**config.mk**
```make
export PLATFORM = sky130hd
export DESIGN_NAME = rpc_frame_field_parser
export DESIGN_NICKNAME = d
export VERILOG_FILES = /design/src/hdl/rffp_pkg.sv /design/src/hdl/rpc_frame_field_parser.sv
export SDC_FILE = /design/constraint.sdc
export NUM_CORES = 1
export LEC_CHECK = 0
export BUFFER_PORTS_ARGS = -buffer_cell sky130_fd_sc_hd__buf_2
export CAP_MARGIN = 25
export CELL_PAD_IN_SITES_DETAIL_PLACEMENT = 1
export CELL_PAD_IN_SITES_GLOBAL_PLACEMENT = 2
export CORE_MARGIN = 2
export CORE_UTILIZATION = 35
export CTS_BUF_LIST = sky130_fd_sc_hd__clkbuf_8
export DETAILED_ROUTE_END_ITERATION = 8
export PLACE_DENSITY = 0.79
export SYNTH_ARGS = -nofsm -noshare
export SYNTH_HDL_FRONTEND = slang
export SYNTH_SLANG_ARGS = --single-unit
```
**constraint.sdc**
```tcl
create_clock -name clk -period 4.1 [get_ports clk]
set_clock_uncertainty 0.2 [all_clocks]
set_input_delay 1.025 -clock clk [delete_from_list [all_inputs] [get_ports clk]]
set_output_delay 1.025 -clock clk [all_outputs]
set_load 0.01 [all_outputs]
```
**src/hdl/rffp_pkg.sv**
```systemverilog
// Package for the RPC frame field parser: field kinds and frame constants.
package rffp_pkg;

  localparam int LEN_BITS_DEF = 32;
  localparam int HEADER_BYTES = 24;
  localparam int WORD_W       = 32;
  localparam int BYTE_W       = 8;
  localparam int OUT_TDATA_W  = 48;

  typedef enum logic [3:0] {
    FK_TOTAL_LEN  = 4'd0,
    FK_ID_LEN     = 4'd1,
    FK_ID         = 4'd2,
    FK_METHOD_LEN = 4'd3,
    FK_METHOD     = 4'd4,
    FK_ERR_CODE   = 4'd5,
    FK_ERR_LEN    = 4'd6,
    FK_ERR_TEXT   = 4'd7,
    FK_PAYLOAD    = 4'd8,
    FK_CHECKSUM   = 4'd9
  } field_kind_t;

endpackage

```
**src/hdl/rpc_frame_field_parser.sv**
```systemverilog
// RPC frame field parser: tags every byte of a length-prefixed frame stream.
//
// One byte word in, one tagged word out, at a sustained rate of one word per
// clock while out_tready stays high. A byte passes an input register, then
// combinational field decoding against the parse state, then the result
// register, which drives out_tvalid. The rate rests on the phase, the word
// shifter and the remaining-length counter updating per byte. Header words are
// big-endian 32-bit values; a negative or oversized string or payload length
// raises length_error on the fourth byte of the offending length word, and
// the next byte is parsed as the start of a new frame. Zero-length fields are
// skipped. The checksum is reported, not checked.
module rpc_frame_field_parser
  import rffp_pkg::*;
#(
  parameter int LEN_BITS = LEN_BITS_DEF
) (
  input  logic                   clk,
  input  logic                   rst_n,
  input  logic                   in_tvalid,
  output logic                   in_tready,
  input  logic [BYTE_W-1:0]      in_tdata,   // [7:0] in_byte
  output logic                   out_tvalid,
  input  logic                   out_tready,
  output logic [OUT_TDATA_W-1:0] out_tdata,  // [7:0] data_byte, [8] word_done,
                                             // [40:9] word_value, [41] field_last,
                                             // [42] length_error, [47:43] zero
  output logic [3:0]             out_tuser,  // [3:0] field_kind
  output logic                   out_tlast   // frame_last
);

  localparam int BL_W  = LEN_BITS - 1;
  localparam int SUM_W = LEN_BITS + 1;
  localparam int REM_W = ((SUM_W > WORD_W) ? SUM_W : WORD_W) + 2;

  // input stage
  logic              in_v_r;
  logic [BYTE_W-1:0] in_b_r;
  logic              adv;

  // parse state
  field_kind_t               phase_r, phase_nxt;
  logic [1:0]                biw_r, biw_nxt;
  logic [23:0]               shift_r, shift_nxt;
  logic [BL_W-1:0]           left_r, left_nxt;
  logic signed [REM_W-1:0]   rem_r, rem_nxt;

  // decode
  logic                    is_word, word_last, byte_last, w_ok, pl_ok;
  logic                    flast, frlast, err;
  logic [WORD_W-1:0]       word;
  logic signed [REM_W-1:0] word_z, word_s, pl;

  // result register
  logic                   out_v_r;
  logic [OUT_TDATA_W-1:0] out_d_r;
  logic [3:0]             out_k_r;
  logic                   out_l_r;

  assign adv       = in_v_r && (!out_v_r || out_tready);
  assign in_tready = !in_v_r || adv;

  always_ff @(posedge clk) begin
    if (!rst_n) begin
      in_v_r <= 1'b0;
    end else if (in_tready) begin
      in_v_r <= in_tvalid;
    end
  end

  always_ff @(posedge clk) begin
    if (in_tready && in_tvalid) begin
      in_b_r <= in_tdata;
    end
  end

  assign word   = {shift_r, in_b_r};
  assign word_z = REM_W'({{(REM_W-WORD_W){1'b0}}, word});
  assign word_s = REM_W'({{(REM_W-WORD_W){word[WORD_W-1]}}, word});
  assign pl     = rem_r - word_z;
  assign w_ok   = (word[WORD_W-1:LEN_BITS-1] == '0);
  assign pl_ok  = (pl[REM_W-1:LEN_BITS-1] == '0);

  // output decode
  always_comb begin
    case (phase_r)
      FK_TOTAL_LEN, FK_ID_LEN, FK_METHOD_LEN, FK_ERR_CODE, FK_ERR_LEN,
      FK_CHECKSUM: is_word = 1'b1;
      default:     is_word = 1'b0;
    endcase
    word_last = is_word && (biw_r == 2'd3);
    byte_last = !is_word && (left_r <= BL_W'(1));
    flast     = word_last || byte_last;
    frlast    = word_last && (phase_r == FK_CHECKSUM);
    err       = 1'b0;
    if (word_last) begin
      if ((phase_r == FK_ID_LEN || phase_r == FK_METHOD_LEN ||
           phase_r == FK_ERR_LEN) && !w_ok) begin
        err = 1'b1;
      end
      if (phase_r == FK_ERR_LEN && !pl_ok) begin
        err = 1'b1;
      end
    end
  end

  // next state
  always_comb begin
    phase_nxt = phase_r;
    biw_nxt   = biw_r;
    shift_nxt = shift_r;
    left_nxt  = left_r;
    rem_nxt   = rem_r;
    if (is_word) begin
      if (!word_last) begin
        shift_nxt = {shift_r[15:0], in_b_r};
        biw_nxt   = biw_r + 2'd1;
      end else begin
        shift_nxt = '0;
        biw_nxt   = 2'd0;
        unique case (phase_r)
          FK_TOTAL_LEN: begin
            rem_nxt   = word_s - REM_W'(HEADER_BYTES);
            phase_nxt = FK_ID_LEN;
          end
          FK_ID_LEN, FK_METHOD_LEN: begin
            rem_nxt  = rem_r - word_z;
            left_nxt = word[BL_W-1:0];
            if (word != '0) begin
              phase_nxt = (phase_r == FK_ID_LEN) ? FK_ID : FK_METHOD;
            end else begin
              phase_nxt = (phase_r == FK_ID_LEN) ? FK_METHOD_LEN : FK_ERR_CODE;
            end
          end
          FK_ERR_CODE: phase_nxt = FK_ERR_LEN;
          FK_ERR_LEN: begin
            rem_nxt = pl;
            if (word != '0) begin
              left_nxt  = word[BL_W-1:0];
              phase_nxt = FK_ERR_TEXT;
            end else if (pl != '0) begin
              left_nxt  = pl[BL_W-1:0];
              phase_nxt = FK_PAYLOAD;
            end else begin
              left_nxt  = '0;
              phase_nxt = FK_CHECKSUM;
            end
          end
          default: phase_nxt = FK_TOTAL_LEN;
        endcase
        if (err) begin
          phase_nxt = FK_TOTAL_LEN;
          left_nxt  = '0;
          rem_nxt   = '0;
        end
      end
    end else begin
      if (left_r != '0) begin
        left_nxt = left_r - BL_W'(1);
      end
      if (byte_last) begin
        left_nxt = '0;
        unique case (phase_r)
          FK_ID:     phase_nxt = FK_METHOD_LEN;
          FK_METHOD: phase_nxt = FK_ERR_CODE;
          FK_ERR_TEXT: begin
            if (rem_r != '0) begin
              left_nxt  = rem_r[BL_W-1:0];
              phase_nxt = FK_PAYLOAD;
            end else begin
              phase_nxt = FK_CHECKSUM;
            end
          end
          default:   phase_nxt = FK_CHECKSUM;
        endcase
      end
    end
  end

  always_ff @(posedge clk) begin
    if (!rst_n) begin
      phase_r <= FK_TOTAL_LEN;
      biw_r   <= 2'd0;
      shift_r <= '0;
      left_r  <= '0;
      rem_r   <= '0;
    end else if (adv) begin
      phase_r <= phase_nxt;
      biw_r   <= biw_nxt;
      shift_r <= shift_nxt;
      left_r  <= left_nxt;
      rem_r   <= rem_nxt;
    end
  end

  always_ff @(posedge clk) begin
    if (!rst_n) begin
      out_v_r <= 1'b0;
    end else if (adv) begin
      out_v_r <= 1'b1;
    end else if (out_tready) begin
      out_v_r <= 1'b0;
    end
  end

  always_ff @(posedge clk) begin
    if (adv) begin
      out_d_r <= {5'd0, err, flast, (word_last ? word : {WORD_W{1'b0}}),
                  word_last, in_b_r};
      out_k_r <= phase_r;
      out_l_r <= frlast;
    end
  end

  assign out_tvalid = out_v_r;
  assign out_tdata  = out_d_r;
  assign out_tuser  = out_k_r;
  assign out_tlast  = out_l_r;

  a_err_is_len_word: assert property (@(posedge clk) disable iff (!rst_n)
    (out_tvalid && out_tdata[42]) |-> (out_tdata[8] && out_tdata[41] && !out_tlast &&
      (out_tuser == FK_ID_LEN || out_tuser == FK_METHOD_LEN || out_tuser == FK_ERR_LEN)))
    else $error("length error outside a length word");

  a_frame_last_checksum: assert property (@(posedge clk) disable iff (!rst_n)
    (out_tvalid && out_tlast) |-> (out_tuser == FK_CHECKSUM && out_tdata[8]))
    else $error("frame end not on checksum word");

  a_word_done_field_last: assert property (@(posedge clk) disable iff (!rst_n)
    (out_tvalid && out_tdata[8]) |-> out_tdata[41])
    else $error("word completed without field end");

  a_restart_after_err: assert property (@(posedge clk) disable iff (!rst_n)
    (adv && err) |=> (phase_r == FK_TOTAL_LEN && biw_r == 2'd0))
    else $error("parser did not restart after length error");

  a_byte_field_nonempty: assert property (@(posedge clk) disable iff (!rst_n)
    (in_v_r && !is_word) |-> (left_r != '0))
    else $error("byte field entered with zero length");

endmodule
```
# Word-level counts from Yosys, hierarchy flattened
# Index checks and enable logic that the tools add are counted.
[op_classes]
addsub = 4
n_lt_le_gt_ge = 1
n_eq_ne = 11
mux = 32
n_reduce_logical = 33
[op_table]
columns = ["op", "n"]
rows = [
  ["31-bit two-way mux", 9],
  ["35-bit case mux with 2 select lines", 1],
  ["35-bit nonzero test", 2],
  ["31-bit case mux with 2 select lines", 1],
  ["35-bit two-way mux", 1],
  ["35-bit by 33-bit subtractor with 35-bit output", 1],
  ["32-bit by 6-bit subtractor with 33-bit output, second input constant", 1],
  ["32-bit nonzero test", 1],
  ["31-bit by 1-bit less-or-equal comparator with 1-bit output, second input constant", 1],
  ["31-bit nonzero test", 1],
  ["31-bit by 1-bit subtractor with 31-bit output, second input constant", 1],
  ["24-bit two-way mux", 1],
  ["4-bit two-way mux", 5],
  ["4-bit by 3-bit equality test with 1-bit output, second input constant", 4],
  ["4-bit case mux with 4 select lines", 1],
  ["4-bit case mux with 3 select lines", 1],
  ["3-bit two-way mux", 3],
  ["4-bit by 2-bit equality test with 1-bit output, second input constant", 2],
  ["4-bit logical NOT", 2],
  ["1-bit two-way mux", 8],
  ["4-bit AND reduction", 2],
  ["1-bit logical AND", 7],
  ["3-bit nonzero test", 2],
  ["6-bit OR reduction", 1],
  ["other kinds (14)", 22],
]
[totals]
ff_bits = 154
output_inout_bits = 55
word_cells = 93

# Longest topological paths before layout
# Gate-level depths: netlist (run 1).
[logic_depth]
depth_word = 10
depth_mapped = 16

# Worst setup path after synthesis (run 1)
# OpenSTA, ideal clock, no wires.
[synth_timing]
path_kind = "input to register"
from = "in out_tready"
to = "reg rem_r[16]"
setup_ps = 76
t_arrival_ps = 3673
path_slack_ps = 151
cell_stages = 8
n_path_buf = 2
cell_sequence = "nor2b_1 nand2b_1 clkinv_1 nand4b_1 clkbuf_1 clkbuf_1 nand2_1 a21boi_0"
[synth_via]
elab_chain_cells = 3
[synth_rtl]
columns = ["item", "line", "text"]
rows = [
  ["from (decl)", "rpc_frame_field_parser.sv:23", "input logic out_tready,"],
  ["1-bit logical OR", "rpc_frame_field_parser.sv:59", "assign adv = in_v_r && (!out_v_r || out_tready);"],
  ["1-bit logical AND", "rpc_frame_field_parser.sv:59", ""],
  ["via adv", "rpc_frame_field_parser.sv:38", "logic adv;"],
  ["4-bit AND reduction (no line)", "-", ""],
  ["to (signal assigned)", "rpc_frame_field_parser.sv:191", "rem_r <= rem_nxt;"],
  ["to (decl)", "rpc_frame_field_parser.sv:45", "logic signed [REM_W-1:0] rem_r, rem_nxt;"],
]
# The timed path passes the listed nets, and every way through them passes these cells.
# A chain may end at the register's enable or synchronous reset.

# Final worst setup path (run 1)
[layout_timing]
from = "reg in_b_r[1]"
to = "reg left_r[2]"
[layout_via]
elab_chain_cells = 9
elab_cells_between_ends = 16
[layout_rtl]
columns = ["item", "line", "text"]
rows = [
  ["from (decl)", "rpc_frame_field_parser.sv:37", "logic [BYTE_W-1:0] in_b_r;"],
  ["from (signal assigned)", "rpc_frame_field_parser.sv:72", "in_b_r <= in_tdata;"],
  ["parallel branches: the longest is 9 deep, another holds 35-bit by 33-bit subtractor with 35-bit output", "-", ""],
  ["to (signal assigned)", "rpc_frame_field_parser.sv:190", "left_r <= left_nxt;"],
  ["to (decl)", "rpc_frame_field_parser.sv:44", "logic [BL_W-1:0] left_r, left_nxt;"],
]
# Several ways; the timed one is not identified. The select of a mux whose other input is x is not followed.

==> impl_metrics.yaml, run 1 <==
synthesis:
  postSynthCellCount: 1308
  ys.warnings.count: 0
  syn_avg_cell_area_um2: 8.15
  syn_area_um2: 10700
  yosys.area.top_type: "dfxtp_1"
  synthArstFlopShare: 0
  yosys_most_used_dff: "dfxtp_1"
  synth_top_area_share: 0.184
  synth_edf_count: 56
  ys_ff_latch: 154
  yosysSeqAreaShare: 0.342
  synthTopCellsByArea: "dfxtp_1 18%, edfxtp_1 16%, a21oi_1 5.2%"
  yosysUniqueCellTypes: 91
clocking:
  tritoncts.num_buffers: 17
  root_buffer: "clkbuf_8"
  cts_sinks: 154
  cts_tree: "yes"
  clk_pin_slew_worst_paths_ns: 0.09
  clk_latency_ns: 0.49
  clockBufferDepth: 2
  cts_hold_buf: 0
  h-tree-depth: 4
timing:
  max-slew-margin-rel: 0.312
  fin_setup_tns_ns: -0.0206
  fin_crit_ns: 4.12
  setup_ws_ns: -0.0206
  period_share: 1.01
  slew_viol_final: 0
  tightestPinTransition_ns: 1.02
  rsz0062_at_grt: "yes"
  setup_viol: 1
  fmax_mhz: 243
  hold_viol_final: 0
setup_path:
  path_class: "flip-flop to flip-flop"
  r2r_start: "in_b_r[1]"
  crit_start: "in_b_r[1]"
  crit_family: "simple AND/OR/NAND/NOR gates"
  crit_chain: "inv_2 > ha_4 > nor2b_4 > o31a_4 > o2111a_2 > or3_4 > o31a_1 > a2111oi_4 > or4b_4 > or4_4 > o211ai_1 > o21ai_1"
  worstPathArrival_ns: 4.30
  crit_path_top_delay_cell: "or4_4"
  cp-end-kind: "flip-flop"
  max_stage_delay_ns: 0.55
  required_ns: 4.28
  cp.buffers_inverters: 1
  startpoint_type: "flip-flop"
  path_max_fanout: 2
power_and_ir_drop:
  p_per_area_nw_per_um2: 250
  p_sw_frac: 0.305
  p_int_mw: 2.26
  finalPower_mw: 3.25
  ir_drop_uv: 204
  leakage_nw: 5.36
  p_clk_frac: 0.357
  comb_power_share: 0.141
  seqPwrFrac: 0.502
  switchingPower_uw: 992
global_routing:
  grt_pass1_wl_um: 68700
  grtUsageTotal: 0.289
  antenna_found_initial: 3
  grt_max_degree: 56
  overflow: 0
  grt_pass1_vias: 11100
floorplan:
  rows: 63
  dieArea_um2: 31900
  core_um2: 29800
  dieWidth_um: 178
  boundaryPins: 67
  dieHeight_um: 178
  initial_core_util: 0.358
final_layout:
  finalInstanceArea_um2: 13000
  nets: 1522
  layout-drive-gt1-share: 0.223
  multi_input_area_um2: 6600
  mostFrequentLayoutCells: "172 x buf_4, 127 x nand2_1, 109 x a21oi_1"
  fillers: 3577
  layout_commonest_cell: "buf_4"
  regArea_um2: 3640
  syn2layout_area_growth_pct: 22.3
placement:
  post-dp-hpwl_um: 35000
  place_ws_ns: -0.194
  place.gp.congestion: 0.971
  io_buffers: 61
  placed_area_um2: 12300
job:
  cap_viol_max_count: 0
detailed_routing:
  wl_per_cell_um: 24.5
  firstDrtPassIters: 5
  drc: 0
  num_vias: 11200
  vias_per_cell: 5.97
  ant_nets: 0
  totalWireLength_um: 45900
  drtIter0Drc: 982
run_status:
  status: "finished with violations"
  violations: "negative setup slack"
min_path:
  min-delay-start: "biw_r[1]"
  hp-class: "flip-flop to flip-flop"
==> cell families after synthesis <==
group           synth area share
mux                      0.00388
compound gates             0.251
fa+ha+maj                 0.0453
other cells             0.000352
simple gates               0.240
xor+xnor                  0.0559
buf+inv                   0.0621
flops                      0.342
==> synthesized netlist by cell type, types with 6 or more instances <==
| cell type | count |
|---|---|
| nand2_1 | 127 |
| a21oi_1 | 111 |
| dfxtp_1 | 98 |
| o21ai_0 | 80 |
| clkbuf_1 | 78 |
| nor3_1 | 62 |
| nor2_1 | 57 |
| edfxtp_1 | 56 |
| inv_1 | 49 |
| xnor2_1 | 42 |
| and3_1 | 39 |
| a21boi_0 | 37 |
| ha_1 | 37 |
| nor2b_1 | 35 |
| nor4_1 | 33 |
| nand3_1 | 31 |
| o2111ai_1 | 31 |
| or3_1 | 30 |
| xor2_1 | 26 |
| a22oi_1 | 22 |
| a31oi_1 | 21 |
| o21a_1 | 17 |
| and2_1 | 16 |
| nand4_1 | 15 |
| a21o_1 | 10 |
| nand2b_1 | 10 |
| a211oi_1 | 9 |
| buf_4 | 8 |
| a41oi_1 | 7 |
| buf_2 | 7 |
| o31ai_1 | 6 |
| or4_1 | 6 |
==> layer usage <==
metal	up-vias	GRT usage	routed length [µm]
li1	5171	-	-
met1	5529	0.374	19900
met2	422	0.470	21300
met3	85	0.0439	2510
met4	0	0.137	2150
met5	-	0	0
==> worst min-delay path: stages, from the launching register on <==
cell,delay (ns)
dfxtp_1,0.32
nand2_1,0.05
a21boi_0,0.07
==> final timing paths <==
kind,endpoint,slack (ns),depth (start not counted)
max,left_r[2],-0.02,12
max reg2reg,left_r[2],-0.02,12
min reg2reg,biw_r[1],0.29,2
min,biw_r[1],0.29,2
==> per-stage QoR <==
stage / std cells / utilization / hold slack [ns]
after global routing: 1875 / 0.437 / 0.306
after CTS: 1865 / 0.429 / 0.287
after detailed placement: 1825 / 0.413 / 0.274
final: 1876 / 0.437 / 0.289
after floorplan: 1312 / - / 0.206
after global placement: 1825 / 0.413 / 0.259
==> power groups by stage <==
stage / logic (mW) / registers, mW / clock network (mW)
after detailed placement: 0.434 / 1.67 / 0
after CTS: 0.441 / 1.63 / 1.17
after global routing: 0.494 / 1.64 / 1.23
after floorplan: 0.249 / 1.68 / 0
final: 0.458 / 1.63 / 1.16
after global placement: 0.429 / 1.66 / 0
==> sequential cells by signal (all words and copies together) (netlist names), 2 cells and up <==
signal	cells
biw_r	2
out_tuser	4
in_b_r	8
phase_r	4
out_tdata	43
shift_r	24
rem_r	35
left_r	31
==> final cells by class <==
cell class                      instances  share of cell area
Sequential cell                       154               0.280
Clock buffer                           17              0.0180
Tap cell                              390              0.0374
Timing Repair Buffer                  242               0.134
Antenna cell                            1            0.000192
Inverter                               51              0.0147
Clock inverter                         15             0.00970
Multi-Input combinational cell       1006               0.506
==> what timing repair did <==
action	CTS	global route
pin swaps	7	29
gates resized for setup	14	30
setup endpoints to repair	46	69
cloned	0	1
buffers inserted	8	9
(Power assumes the default switching activity.)
==> run 2, diff against run 1 <==
- BUFFER_PORTS_ARGS: -buffer_cell sky130_fd_sc_hd__buf_2 -> -buffer_cell sky130_fd_sc_hd__clkbuf_2
==> impl_metrics.yaml, run 2 (synthesis gave the netlist of run 1 again) <==
detailed_routing:
  vias_per_cell: 5.99
  num_vias: 11200
  ant_nets: 0
  drtIter0Drc: 870
  drc: 0
  wl_per_cell_um: 24.4
  firstDrtPassIters: 5
  totalWireLength_um: 45600
clocking:
  cts_hold_buf: 0
  clk_latency_ns: 0.51
  cts_sinks: 154
  clockBufferDepth: 2
  clk_pin_slew_worst_paths_ns: 0.09
  cts_tree: "yes"
  root_buffer: "clkbuf_8"
  h-tree-depth: 4
  tritoncts.num_buffers: 17
floorplan:
  core_um2: 29800
  initial_core_util: 0.358
  boundaryPins: 67
  dieArea_um2: 31900
  dieWidth_um: 178
  dieHeight_um: 178
  rows: 63
setup_path:
  cp.buffers_inverters: 1
  max_stage_delay_ns: 0.56
  cp-end-kind: "flip-flop"
  crit_path_top_delay_cell: "or4_4"
  path_class: "flip-flop to flip-flop"
  startpoint_type: "flip-flop"
  crit_family: "simple AND/OR/NAND/NOR gates"
  worstPathArrival_ns: 4.29
  path_max_fanout: 2
  crit_chain: "inv_2 > ha_4 > nor2b_4 > o31a_4 > o2111a_2 > or3_4 > o31a_1 > a2111oi_2 > or4b_4 > or4_4 > o211ai_1 > o21ai_1"
  required_ns: 4.27
final_layout:
  layout-drive-gt1-share: 0.216
  nets: 1518
  largest_register_ffs: 43
  mostFrequentLayoutCells: "172 x buf_4, 127 x nand2_1, 110 x a21oi_1"
  fillers: 3583
  layout_commonest_cell: "buf_4"
  syn2layout_area_growth_pct: 21.8
  antenna_cells: 0
min_path:
  hp-class: "flip-flop to flip-flop"
global_routing:
  grt_pass1_vias: 11200
  grt_max_degree: 59
  grt_pass1_wl_um: 68900
  grtUsageTotal: 0.291
  overflow: 0
  antenna_found_initial: 2
timing:
  setup_viol: 1
  fmax_mhz: 243
  slew_viol_final: 0
  fin_crit_ns: 4.11
  holdWs_ns: 0.307
  rsz0062_at_grt: "yes"
  tightestPinTransition_ns: 0.901
  period_share: 1.00
  max-slew-margin-rel: 0.395
  setup_ws_ns: -0.0143
  hold_viol_final: 0
power_and_ir_drop:
  p_per_area_nw_per_um2: 269
  p_int_mw: 2.52
  comb_power_share: 0.133
  p_clk_frac: 0.401
  finalPower_mw: 3.49
  p_sw_frac: 0.278
  leakage_nw: 5.39
  ir_drop_uv: 200
  switchingPower_uw: 969
  seqPwrFrac: 0.467
run_status:
  status: "finished with violations"
  violations: "negative setup slack"
job:
  cap_viol_max_count: 0
placement:
  place_ws_ns: -0.0989
  place.gp.congestion: 1.01
  io_buffers: 61
  post-dp-hpwl_um: 35200
## run 2: cell types whose count changed in the layout (fill, tap and decap cells not counted), sizes merged
cell,change
buf,-64
clkbuf,+61
bufinv,+4
clkinv,-3
clkinvlp,-1
diode,-1
inv,-1
## run 2: metal layers
layer,GRT usage,share of wire,up-vias,routed length [µm]
li1,-,-,5156,-
met1,0.369,0.44,5584,19900
met2,0.479,0.46,356,21000
met3,0.0394,0.047,109,2160
met4,0.154,0.055,0,2520
met5,0,0,-,0
## run 2: metrics by stage
step           utilization  cell area (µm²)  std cells  setup TNS [ns]
6_report             0.436            13000       1871         -0.0143
5_1_grt              0.436            13000       1871          -0.655
4_1_cts              0.431            12800       1868         -0.0261
3_5_place_dp         0.415            12400       1835          -0.993
3_3_place_gp         0.415            12400       1835               0
2_1_floorplan            -            10700       1312               0
## run 2: cell type report
cell class | instances | area [µm²] | share of cell area
clock inverter | 14 | 206 | 0.0159
timing repair buffer | 238 | 1690 | 0.130
sequential | 154 | 3640 | 0.281
clock buffer | 18 | 248 | 0.0191
inverter | 51 | 191 | 0.0148
multi-input combinational | 1006 | 6510 | 0.502
tap | 390 | 488 | 0.0376
## run 2: path summary, 6_finish.rpt
path	slack [ns]	endpoint	cells past startpoint	start
hold reg to reg	0.31	biw_r[1]	2	biw_r[1]
setup / recovery	-0.01	left_r[2]	12	in_b_r[1]
setup reg to reg	-0.01	left_r[2]	12	in_b_r[1]
hold / removal	0.31	biw_r[1]	2	biw_r[1]
## run 2: repair_timing
item	CTS	global route
setup endpoints to repair	20	49
buffers inserted	1	3
resized for setup	9	22
pin swaps	6	14
## run 2: worst register-to-register path, delay by kind of cell, from the launching register on
kind	cells	cell delay, ns
adders and majority gates	1	0.21
and+or+nand+nor	4	1.57
DFF	1	0.42
AOI/OAI and AO/OA	6	1.50
buffers and inverters	1	0.12
## run 2: power by group through the flow
stage / Clock, mW / Combinational, mW / Sequential (mW)
global route: 1.48 / 0.500 / 1.63
global placement: 0 / 0.439 / 1.66
detailed placement: 0 / 0.446 / 1.66
floorplan: 0 / 0.249 / 1.68
CTS: 1.42 / 0.452 / 1.63
finish: 1.40 / 0.463 / 1.63
==> run 3, diff against run 2 <==
- BUFFER_PORTS_ARGS: -buffer_cell sky130_fd_sc_hd__clkbuf_2 -> default
- CORE_UTILIZATION: 35 -> 37
- DONT_BUFFER_PORTS: default -> 1
- PLACE_DENSITY: 0.79 -> 0.8
==> impl_metrics.yaml, run 3 (synthesis gave the netlist of run 1 again) <==
timing:
  setup_viol: 0
  fin_crit_ns: 4.09
  tightestPinTransition_ns: 0.827
  rsz0062_at_grt: "yes"
  holdWs_ns: 0.278
  fmax_mhz: 245
  hold_viol_final: 0
  max-slew-margin-rel: 0.446
  period_share: 0.997
  slew_viol_final: 0
  setup_ws_ns: 0.0125
  fin_setup_tns_ns: 0
power_and_ir_drop:
  p_clk_frac: 0.375
  ir_drop_uv: 196
  leakage_nw: 5.24
  switchingPower_uw: 985
  seqPwrFrac: 0.498
  p_sw_frac: 0.298
  comb_power_share: 0.127
  p_int_mw: 2.32
  p_per_area_nw_per_um2: 255
global_routing:
  grt_pass1_wl_um: 68400
  grtUsageTotal: 0.299
  grt_max_degree: 100
  overflow: 0
  antenna_found_initial: 3
  grt_pass1_vias: 11000
clocking:
  cts_hold_buf: 0
  cts_sinks: 154
  h-tree-depth: 4
  clockBufferDepth: 2
  clk_pin_slew_worst_paths_ns: 0.10
  cts_tree: "yes"
  clk_latency_ns: 0.49
  tritoncts.num_buffers: 17
  root_buffer: "clkbuf_8"
floorplan:
  dieWidth_um: 174
  boundaryPins: 67
  core_um2: 28500
  dieArea_um2: 30200
  rows: 62
  dieHeight_um: 174
  initial_core_util: 0.373
setup_path:
  cp-end-kind: "flip-flop"
  required_ns: 4.28
  crit_start: "in_b_r[1]"
  path_max_fanout: 2
  worstPathArrival_ns: 4.26
  path_class: "flip-flop to flip-flop"
  startpoint_type: "flip-flop"
  r2r_start: "in_b_r[1]"
placement:
  place_ws_ns: -0.156
  post-dp-hpwl_um: 34700
  place_inst: 1775
  io_buffers: 0
  place.gp.congestion: 1.03
final_layout:
  layout_commonest_cell: "buf_4"
  nets: 1476
  instances_no_fill: 1824
  syn2layout_area_growth_pct: 21.8
  layout-drive-gt1-share: 0.211
  largest_register_ffs: 43
  mostFrequentLayoutCells: "185 x buf_4, 127 x nand2_1, 105 x a21oi_1"
detailed_routing:
  vias_per_cell: 6.16
  totalWireLength_um: 46600
  drc: 0
  drtIter0Drc: 1084
  wl_per_cell_um: 25.5
  firstDrtPassIters: 8
  num_vias: 11200
  ant_nets: 0
min_path:
  min-delay-start: "biw_r[1]"
  hp-class: "flip-flop to flip-flop"
run_status:
  status: "completed"
job:
  cap_viol_max_count: 0
## run 3: worst max-delay path, stage by stage (launching register included)
cell and delay (ns):
edfxtp_1 0.42, inv_2 0.11, ha_4 0.20, nor2b_4 0.13
o31a_4 0.28, o2111a_2 0.28, or3_4 0.38, o31a_1 0.28
a2111oi_2 0.31, or4b_4 0.50, or4_4 0.56, o211ai_1 0.24
o21ai_1 0.09
## run 3: final timing paths
| kind | slack [ns] | to | cells past startpoint |
|---|---|---|---|
| worst max-delay path | 0.01 | left_r[2] | 12 |
| worst min-delay path | 0.28 | biw_r[1] | 2 |
| worst max register to register | 0.01 | left_r[2] | 12 |
| worst min register to register | 0.28 | biw_r[1] | 2 |
## run 3: metrics by stage
step	util	total power [mW]	cell area [µm²]
2_1_floorplan	-	1.93	10700
3_3_place_gp	0.424	2.07	12100
3_5_place_dp	0.424	2.07	12100
4_1_cts	0.441	3.30	12600
5_1_grt	0.455	3.41	13000
6_report	0.455	3.31	13000
## run 3: power by group through the flow
stage	clock network, mW	logic, mW	registers, mW
floorplan	0	0.249	1.68
global placement	0	0.386	1.68
detailed placement	0	0.392	1.68
CTS	1.25	0.400	1.65
global route	1.31	0.449	1.65
finish	1.24	0.419	1.65
## run 3: area by class of cell
cell class,instances,area [µm²]
fill,3458,15600
antenna,1,2.50
tap,384,480
inverter,51,194
timing repair buffer,196,1580
sequential,154,3640
multi-input combinational,1006,6680
clock inverter,15,163
clock buffer,17,234
## run 3: metal layers
| layer | share of wire | up-vias | track usage |
|---|---|---|---|
| li1 | - | 5068 | - |
| met1 | 0.43 | 5664 | 0.382 |
| met2 | 0.47 | 407 | 0.496 |
| met3 | 0.054 | 105 | 0.0439 |
| met4 | 0.050 | 0 | 0.148 |
| met5 | 0 | - | 0 |
## run 3: repair_timing
action,CTS,global route
cloned,0,4
endpoints found under the setup margin,48,63
setup buffers,3,9
pin swaps,10,23
gates resized for setup,11,55
